**src/hw/rtl/fexp_pkg.sv**
```systemverilog
// shared types, constants and arithmetic helpers of the float32 exp unit
`default_nettype none

package fexp_pkg;

  localparam int N_CELLS = 12;

  // binary32 constants
  localparam logic [31:0] F_MAGIC_BIAS  = 32'h4B40_0000;
  localparam logic [31:0] F_NEG_MAGIC   = 32'hCB40_0000;
  localparam logic [31:0] F_ONE         = 32'h3F80_0000;
  localparam logic [31:0] F_NEG_ZERO    = 32'h8000_0000;
  localparam logic [31:0] F_INF         = 32'h7F80_0000;
  localparam logic [31:0] F_ZERO_CUTOFF = 32'hC2CF_F1B4;
  localparam logic [31:0] F_INF_CUTOFF  = 32'h42B1_7217;
  localparam logic [31:0] F_LOG2E       = 32'h3FB8_AA3B;
  localparam logic [31:0] F_NEG_LN2_HI  = 32'hBF31_7200;
  localparam logic [31:0] F_NEG_LN2_LO  = 32'hB5BF_BE8E;
  localparam logic [31:0] F_C2          = 32'h3EFF_FFFE;
  localparam logic [31:0] F_C3          = 32'h3E2A_AA46;
  localparam logic [31:0] F_C4          = 32'h3D2A_AC1A;
  localparam logic [31:0] F_C5          = 32'h3C09_1E7F;
  localparam logic [31:0] F_C6          = 32'h3AB5_6E57;

  // values that travel alongside a request from cell to cell
  typedef struct packed {
    logic [31:0] x;
    logic [31:0] t;
    logic [31:0] r;
    logic [31:0] s1;
    logic [31:0] s2;
  } fexp_ctx_t;

  // normalized, unrounded value: hidden bit at m[25], guard m[1], sticky m[0]
  typedef struct packed {
    logic               sign;
    logic               zero;
    logic signed [10:0] e;
    logic [25:0]        m;
  } fexp_unr_t;

  function automatic logic [5:0] f_lzc48(input logic [47:0] v);
    logic [5:0] n;
    n = '0;
    for (int i = 0; i < 48; i++) begin
      if (v[i]) n = 6'(47 - i);
    end
    return n;
  endfunction

  function automatic logic [4:0] f_lzc28(input logic [27:0] v);
    logic [4:0] n;
    n = '0;
    for (int i = 0; i < 28; i++) begin
      if (v[i]) n = 5'(27 - i);
    end
    return n;
  endfunction

  // round to nearest even, with gradual underflow and overflow to infinity
  function automatic logic [31:0] f_round(input fexp_unr_t u);
    logic [25:0]        m;
    logic [7:0]         ef;
    logic signed [10:0] sh11;
    logic [4:0]         sh;
    logic               inc;
    logic [31:0]        res;
    m    = u.m;
    ef   = '0;
    sh11 = 11'sd1 - u.e;
    sh   = sh11[4:0];
    if (u.zero) begin
      res = {u.sign, 31'b0};
    end else if (u.e >= 11'sd255) begin
      res = {u.sign, 8'hFF, 23'b0};
    end else begin
      if (u.e <= 11'sd0) begin
        if (u.e < -11'sd24) begin
          m = {25'b0, |u.m};
        end else begin
          m = (u.m >> sh) | {25'b0, |(u.m & ~({26{1'b1}} << sh))};
        end
      end else begin
        ef = u.e[7:0];
      end
      inc = m[1] & (m[0] | m[2]);
      res = {u.sign, {ef, m[24:2]} + {30'b0, inc}};
    end
    return res;
  endfunction

endpackage

`default_nettype wire

```
**src/hw/rtl/fexp_cell.sv**
```systemverilog
// one binary32 multiply-then-add cell, seven pipeline stages, separate roundings
`default_nettype none

module fexp_cell (
  input  logic                clk,
  input  logic                rst_n,
  input  logic                in_valid,
  output logic                in_ready,
  input  logic [31:0]         in_a,
  input  logic [31:0]         in_b,
  input  logic [31:0]         in_c,
  input  fexp_pkg::fexp_ctx_t in_ctx,
  output logic                out_valid,
  input  logic                out_ready,
  output logic [31:0]         out_res,
  output fexp_pkg::fexp_ctx_t out_ctx
);
  import fexp_pkg::*;

  localparam int STAGES = 7;

  logic [STAGES-1:0] v_r;
  logic [STAGES:0]   ld;
  fexp_ctx_t         ctx_r [STAGES];

  // stage 0: mantissa product
  logic [47:0] s0_p_r;
  logic [9:0]  s0_esum_r;
  logic        s0_sign_r;
  logic [31:0] s0_c_r;
  // stage 1: product normalized
  fexp_unr_t   s1_u_r;
  logic [31:0] s1_c_r;
  // stage 2: product rounded
  logic [31:0] s2_prod_r;
  logic [31:0] s2_c_r;
  // stage 3: operands aligned
  logic        s3_sign_r;
  logic        s3_sub_r;
  logic [7:0]  s3_e_r;
  logic [26:0] s3_mb_r;
  logic [26:0] s3_ms_r;
  // stage 4: sum
  logic        s4_sign_r;
  logic        s4_sub_r;
  logic [7:0]  s4_e_r;
  logic [27:0] s4_sum_r;
  // stage 5: sum normalized
  fexp_unr_t   s5_u_r;
  // stage 6: result
  logic [31:0] s6_res_r;

  always_comb begin
    ld[STAGES] = out_ready;
    for (int i = STAGES - 1; i >= 0; i--) begin
      ld[i] = !v_r[i] || ld[i+1];
    end
  end

  assign in_ready  = ld[0];
  assign out_valid = v_r[STAGES-1];
  assign out_res   = s6_res_r;
  assign out_ctx   = ctx_r[STAGES-1];

  // multiply
  logic [7:0]  a_e, b_e;
  logic [23:0] a_m, b_m;
  logic [47:0] p_nxt;
  logic [9:0]  esum_nxt;

  always_comb begin
    a_e      = (in_a[30:23] == 8'd0) ? 8'd1 : in_a[30:23];
    b_e      = (in_b[30:23] == 8'd0) ? 8'd1 : in_b[30:23];
    a_m      = {|in_a[30:23], in_a[22:0]};
    b_m      = {|in_b[30:23], in_b[22:0]};
    p_nxt    = a_m * b_m;
    esum_nxt = {2'b0, a_e} + {2'b0, b_e};
  end

  // product normalize
  logic [5:0]  plz;
  logic [47:0] pn;
  fexp_unr_t   pu_nxt;

  always_comb begin
    plz         = f_lzc48(s0_p_r);
    pn          = s0_p_r << plz;
    pu_nxt.sign = s0_sign_r;
    pu_nxt.zero = (s0_p_r == 48'd0);
    pu_nxt.e    = $signed({1'b0, s0_esum_r}) - 11'sd126 - $signed({5'b0, plz});
    pu_nxt.m    = {pn[47:23], |pn[22:0]};
  end

  // align the smaller operand
  logic        swap;
  logic [31:0] big, sml;
  logic [7:0]  big_e, sml_e, diff;
  logic [26:0] sml_full, ms_nxt;

  always_comb begin
    swap     = s2_c_r[30:0] > s2_prod_r[30:0];
    big      = swap ? s2_c_r : s2_prod_r;
    sml      = swap ? s2_prod_r : s2_c_r;
    big_e    = (big[30:23] == 8'd0) ? 8'd1 : big[30:23];
    sml_e    = (sml[30:23] == 8'd0) ? 8'd1 : sml[30:23];
    diff     = big_e - sml_e;
    sml_full = {|sml[30:23], sml[22:0], 3'b000};
    if (diff >= 8'd27) begin
      ms_nxt = {26'b0, |sml_full};
    end else begin
      ms_nxt = (sml_full >> diff) | {26'b0, |(sml_full & ~({27{1'b1}} << diff))};
    end
  end

  // sum normalize
  logic [4:0]  slz;
  logic [27:0] sn;
  fexp_unr_t   su_nxt;

  always_comb begin
    slz         = f_lzc28(s4_sum_r);
    sn          = s4_sum_r << slz;
    su_nxt.zero = (s4_sum_r == 28'd0);
    // exact cancellation gives +0
    su_nxt.sign = su_nxt.zero ? (s4_sign_r & !s4_sub_r) : s4_sign_r;
    su_nxt.e    = $signed({3'b0, s4_e_r}) + 11'sd1 - $signed({6'b0, slz});
    su_nxt.m    = {sn[27:3], |sn[2:0]};
  end

  always_ff @(posedge clk) begin
    if (!rst_n) begin
      v_r <= '0;
    end else begin
      if (ld[0]) v_r[0] <= in_valid;
      for (int i = 1; i < STAGES; i++) begin
        if (ld[i]) v_r[i] <= v_r[i-1];
      end
    end
  end

  always_ff @(posedge clk) begin
    if (ld[0]) ctx_r[0] <= in_ctx;
    for (int i = 1; i < STAGES; i++) begin
      if (ld[i]) ctx_r[i] <= ctx_r[i-1];
    end
    if (ld[0]) begin
      s0_p_r    <= p_nxt;
      s0_esum_r <= esum_nxt;
      s0_sign_r <= in_a[31] ^ in_b[31];
      s0_c_r    <= in_c;
    end
    if (ld[1]) begin
      s1_u_r <= pu_nxt;
      s1_c_r <= s0_c_r;
    end
    if (ld[2]) begin
      s2_prod_r <= f_round(s1_u_r);
      s2_c_r    <= s1_c_r;
    end
    if (ld[3]) begin
      s3_sign_r <= big[31];
      s3_sub_r  <= big[31] ^ sml[31];
      s3_e_r    <= big_e;
      s3_mb_r   <= {|big[30:23], big[22:0], 3'b000};
      s3_ms_r   <= ms_nxt;
    end
    if (ld[4]) begin
      s4_sign_r <= s3_sign_r;
      s4_sub_r  <= s3_sub_r;
      s4_e_r    <= s3_e_r;
      s4_sum_r  <= s3_sub_r ? ({1'b0, s3_mb_r} - {1'b0, s3_ms_r})
                            : ({1'b0, s3_mb_r} + {1'b0, s3_ms_r});
    end
    if (ld[5]) s5_u_r   <= su_nxt;
    if (ld[6]) s6_res_r <= f_round(s5_u_r);
  end

endmodule

`default_nettype wire

```
**config.mk**
```make
export PLATFORM = sky130hd
export DESIGN_NAME = fexp_cell
export DESIGN_NICKNAME = d
export VERILOG_FILES = /design/src/hw/rtl/fexp_pkg.sv /design/src/hw/rtl/fexp_cell.sv
export SDC_FILE = /design/constraint.sdc
export NUM_CORES = 2
export LEC_CHECK = 0
export BUFFER_PORTS_ARGS = -buffer_cell sky130_fd_sc_hd__buf_4
export CORE_MARGIN = 1
export CORE_UTILIZATION = 55
export CTS_CLUSTER_DIAMETER = 30
export CTS_CLUSTER_SIZE = 10
export DETAILED_ROUTE_END_ITERATION = 10
export PLACE_DENSITY_LB_ADDON = 0.05
export SKIP_LAST_GASP = 1
export SLEW_MARGIN = 40
export SYNTH_ARGS = -nofsm -noshare
export SYNTH_HDL_FRONTEND = slang
export SYNTH_SLANG_ARGS = --single-unit
```
**constraint.sdc**
```tcl
create_clock -name clk -period 17.6 [get_ports clk]
set_clock_uncertainty 0.15 [all_clocks]
set_input_delay 0 -clock clk [delete_from_list [all_inputs] [get_ports clk]]
set_output_delay 0 -clock clk [all_outputs]
set_load 0.01 [all_outputs]
```
**Word level (Yosys, flattened, before mapping)**

Memories as Yosys holds them, arrays and structs flattened.
Index checks and enable logic that the tools add are counted.

- Output and inout port bits: 194
- Memories: 1
- Register bits after elaboration: 402
- Input port bits: 260
- RAM bits: 1,120
- Logic and storage cells: 237

- $add $sub $neg: 12
- Muxes and demuxes: 119
- $lt $le $gt $ge: 8
- Bitwise logic cells: 16
- Reduce and logical (&&, ||, !) cells: 35
- Shift-type cells: 8
- Multipliers: 1

Memories:

| memory | depth | width | read ports | clocked after memory_dff | wr ports | RTL line | RTL |
|---|---|---|---|---|---|---|---|
| ctx_r | 7 | 160 | 7 | 0 | 7 | fexp_cell.sv:24 | `fexp_ctx_t ctx_r [STAGES];` |

Operators with widths:

| operator | count |
|---|---|
| 2-to-1 mux 6 bit | 48 |
| 2-to-1 mux 25 bit | 10 |
| 2-to-1 mux 5 bit | 28 |
| OR reduction 26 bit | 4 |
| 2-to-1 mux 8 bit | 12 |
| 2-to-1 mux 32 bit | 2 |
| adder 31 x 1 -> 31 bit | 2 |
| 2-to-1 mux 31 bit | 2 |
| AND 26 bit | 2 |
| inverter 26 bit | 2 |
| left shift 26 x 5 -> 26 bit (first input constant) | 2 |
| right shift 26 x 5 -> 25 bit | 2 |
| OR 25 x 1 -> 25 bit | 2 |
| zero test 48 bit | 1 |
| multiplier 24 x 24 -> 48 bit | 1 |
| left shift 48 x 6 -> 48 bit | 1 |
| zero test 8 bit | 4 |
| OR reduction 8 bit | 4 |
| > comparator 31 bit | 1 |
| OR reduction 31 bit | 1 |
| adder 27 x 27 -> 28 bit | 1 |
| zero test 28 bit | 1 |
| 2-to-1 mux 28 bit | 1 |
| left shift 28 x 5 -> 28 bit | 1 |
| 30 further kinds | 64 |

**Longest topological paths before layout**

- Depth after elaboration: 50
- Depth in mapped cells: 29
- Gate-level depth less buffers: 28

**Worst setup path after synthesis**

No wires, ideal clock.

- Path type: register -> register
- Start point: register v_r[6]
- End point: memory ctx_r[0][0] (netlist name) (enable)
- Data required time: 15.493 ns
- Buffers on the path: 0
- Arrival: 5.348 ns
- Library setup time: 1.957 ns
- Clock period less this slack: 7.454 ns
- Cell stages (with the launch flop): 6
- Setup slack: 10.146 ns
- Cells stage by stage: dfxtp_1 nor2b_1 and3_1 and2_1 and3_1 nand2_1

RTL lines:

| what | RTL line | RTL |
|---|---|---|
| start: declaration | fexp_cell.sv:22 | `logic [STAGES-1:0] v_r;` |
| start signal: indexed assignment | fexp_cell.sv:136 | `if (ld[i]) v_r[i] <= v_r[i-1];` |
| end: declaration | fexp_cell.sv:24 |  |

**Final worst setup path**

- Start point: register s2_prod_r[20]
- End point: register s3_ms_r[0] (data pin)

- Longest elaborated chain between the ends: 11
- Elaborated cells between the ends (all ways): 18
- Those cells by class: 1 x add/sub; 2 x order compare; 2 x shift; 5 x mux; 3 x bitwise; 5 x reduce/logical

RTL lines:

| what | RTL line | RTL |
|---|---|---|
| start: declaration | fexp_cell.sv:35 | `logic [31:0] s2_prod_r;` |
| start signal: assignment | fexp_cell.sv:157 | `s2_prod_r <= f_round(s1_u_r);` |
| > comparator 31 bit * | fexp_cell.sv:101 | `swap = s2_c_r[30:0] > s2_prod_r[30:0];` |
| 2-to-1 mux 32 bit * | fexp_cell.sv:102 | `big = swap ? s2_c_r : s2_prod_r;` |
| zero test 8 bit | fexp_cell.sv:104 | `big_e = (big[30:23] == 8'd0) ? 8'd1 : big[30:23];` |
| 2-to-1 mux 8 bit * | fexp_cell.sv:104 |  |
| net big_e[1] | fexp_cell.sv:97 | `logic [7:0] big_e, sml_e, diff;` |
| subtractor 8 bit * | fexp_cell.sv:106 | `diff = big_e - sml_e;` |
| left shift 27 x 8 -> 27 bit | fexp_cell.sv:111 | `ms_nxt = (sml_full >> diff) \| {26'b0, \|(sml_full & ~({27{1'b1}} << diff))};` |
| inverter 27 bit | fexp_cell.sv:111 |  |
| AND 27 bit | fexp_cell.sv:111 |  |
| OR reduction 27 bit | fexp_cell.sv:111 |  |
| OR 27 x 1 -> 27 bit | fexp_cell.sv:111 |  |
| 2-to-1 mux 1 bit * | fexp_cell.sv:108 | `if (diff >= 8'd27) begin` |
| net ms_nxt[0] | fexp_cell.sv:98 | `logic [26:0] sml_full, ms_nxt;` |
| end signal: assignment | fexp_cell.sv:165 | `s3_ms_r <= ms_nxt;` |
| end: declaration | fexp_cell.sv:42 | `logic [26:0] s3_ms_r;` |

Mark *: on every way through the listed nets, which the timed path passes. The rest lies on a longest branch.
A chain may end at the register's enable or synchronous reset.

==> results.json <==
{
  "dp_slack_ns": 9.961,
  "synth_ff_type": "edfxtp_1",
  "ys_seq_area_share_pct": 56.15,
  "cts_tree": "yes",
  "die_y_um": 386.3,
  "r2r_cells": 28,
  "worst_path_largest_cell_delay_ns": 0.65,
  "die_w_um": 386.3,
  "coreArea_um2": 146100,
  "cp-start-kind": "flip-flop",
  "worstSetupPathType": "flip-flop to flip-flop",
  "dp_hpwl_um": 144200,
  "drt_pass1_iterations": 6,
  "final_cell_mix": "edfxtp_1, nand2_1, inv_1",
  "maxSlewViolCount": 0,
  "drc": 0,
  "required_ns": 18.04,
  "gp_congestion": 0.9148,
  "htreeDepth": 5,
  "slowest_stage": "nor4_1",
  "cts_setup_buffers": 0,
  "synth_area_um2": 81210,
  "antenna_left": 0,
  "vias": 53150,
  "clockBufferDepth": 4,
  "critPathArrivalTime_ns": 8.38,
  "root_buffer": "clkbuf_16",
  "netlist_instances": 6168,
  "placed_area_um2": 86580,
  "ios": 454,
  "drt-total-wl_um": 216000,
  "ys.warnings.count": 0,
  "synth_cell_types": 95,
  "final-setup-viol-count": 0,
  "start_util_pct": 55.59,
  "hold_viol": 0,
  "clock_latency_ns": 0.88,
  "fp-row-count": 140,
  "rsz0062_at_grt": "false",
  "finalCoreUtilization_pct": 69.01,
  "async_flop_share_pct": 0,
  "slew_headroom_pct": 40.43,
  "wl_per_cell_um": 23.24,
  "final_area_um2": 100800,
  "syn_avg_cell_area_um2": 13.17,
  "post-route-min-period_ns": 7.939,
  "nets": 8202,
  "period_share_pct": 45.11,
  "final.setup.tns_ns": 0,
  "clkSlewWorstSetupHoldPaths_ns": 0.05,
  "antenna_found_initial": 12,
  "status": "completed",
  "timing.fmax_ghz": 0.1260,
  "synthToLayoutAreaGrowth_pct": 24.14,
  "grt_first_pass_wirelength_um": 326700,
  "overflow": 0,
  "max_cap_viol_count": 0,
  "worst_pin_slew_ns": 0.8854,
  "syn-num-nets": 7221,
  "hold_class": "input port to flip-flop",
  "grt_usage_pct": 28.99,
  "viasPerCell": 5.721,
  "synth-seq-cells": 1521,
  "cts.sinks": 1521,
  "die_area_um2": 149200,
  "first_global_vias": 54690,
  "drtIter0Drc": 3992,
  "holdPathStages": 5,
  "cts_buffers": 300,
  "synth_edf_count": 1514,
  "endpoint_kind": "flip-flop",
  "cp_max_fo": 60,
  "drive_above_1_share_pct": 15.16,
  "setup_slack_ns": 9.661,
  "layout_commonest_cell": "edfxtp_1",
  "port_buffers": 453,
  "grt_max_degree": 151
}
-- metrics by stage --
stage	hold WS (ns)	instances
3_5_place_dp	0.02944	8326
3_3_place_gp	0.02844	8325
2_1_floorplan	-0.05113	6168
5_1_grt	0.04484	9289
4_1_cts	0.002940	9280
6_report	0.04792	9291
-- final timing paths --
| check | start | slack, ns | endpoint |
|---|---|---|---|
| setup / recovery | s2_prod_r[20] | 9.66 | s3_ms_r[0] |
| hold / removal | in_b[3] | 0.05 | s0_p_r[3] |
| setup reg to reg | s2_prod_r[20] | 9.66 | s3_ms_r[0] |
| hold reg to reg | ctx_r[4][70] | 0.22 | ctx_r[5][70] |
-- area by class of cell --
type / count / area (um^2)
antenna: 7 / 17.52
clock buffer: 332 / 7637
clock inverter: 188 / 2087
fill: 10200 / 45280
inverter: 663 / 2529
multi-input combinational: 3713 / 32200
sequential: 1521 / 45600
tap: 1917 / 2399
timing repair buffer: 950 / 8346
-- state kept, by name (all words and copies together) (netlist names) --
register	cells
s4_sum_r	28
s4_sub_r	1
s3_mb_r	24
s3_sign_r	1
s3_e_r	8
v_r	7
s1_c_r	32
s4_e_r	8
s2_c_r	32
s0_c_r	32
s3_ms_r	27
s3_sub_r	1
s5_u_r	38
s1_u_r	39
s0_p_r	48
ctx_r	1120
s0_sign_r	1
s2_prod_r	32
s4_sign_r	1
s0_esum_r	9
out_res	32
-- critical path: cells and delay by family (launching register included) --
kind / cells / cell delay (ns)
buffers and inverters: 3 / 0.65
flip-flops: 1 / 0.45
AO/OA/AOI/OAI: 10 / 2.04
adder cells (fa/ha/maj): 3 / 1.02
AND/OR/NAND/NOR: 12 / 3.32
-- cells by family after synthesis --
| group | Yosys count | synth area share (%) |
|---|---|---|
| AO/OA/AOI/OAI | 865 | 7.015 |
| XOR/XNOR | 141 | 1.521 |
| adder cells (fa/ha/maj) | 796 | 16.76 |
| buffers and inverters | 934 | 4.422 |
| flip-flops | 1521 | 56.15 |
| multiplexers | 304 | 4.778 |
| AND/OR/NAND/NOR | 1607 | 9.356 |
-- routing by layer --
metal | part of all wire [%] | vias to the layer above | wire length [um] | track usage [%]
met4 | 3.6 | 0 | 7695 | 10.62
met5 | 0 | - | 0 | 0
met1 | 40 | 26720 | 86750 | 37.64
li1 | - | 23920 | - | -
met3 | 6.4 | 477 | 13850 | 5.039
met2 | 50 | 2028 | 107700 | 48.93
-- synth_stat cells (all sizes together) (89+ instances only) --
library cell / count / share of area (%)
edfxtp: 1514 / 56
nand2: 691 / 3.2
inv: 656 / 3.0
fa: 487 / 12
ha: 306 / 4.7
nor2: 282 / 1.3
a21oi: 236 / 1.5
and2: 231 / 1.8
clkbuf: 222 / 1.0
mux2i: 211 / 2.6
o21ai: 170 / 1.0
xnor2: 89 / 0.96
-- timing repair --
item / 4_1_cts / 5_1_grt
setup endpoints to repair: 0 / 0
hold endpoints to repair: 213 / 0
hold buffers: 434 / 0
resized for setup: 0 / 0
Power is not shown: default switching activity piles up to over one toggle a cycle in this logic, so the estimate is an artifact.
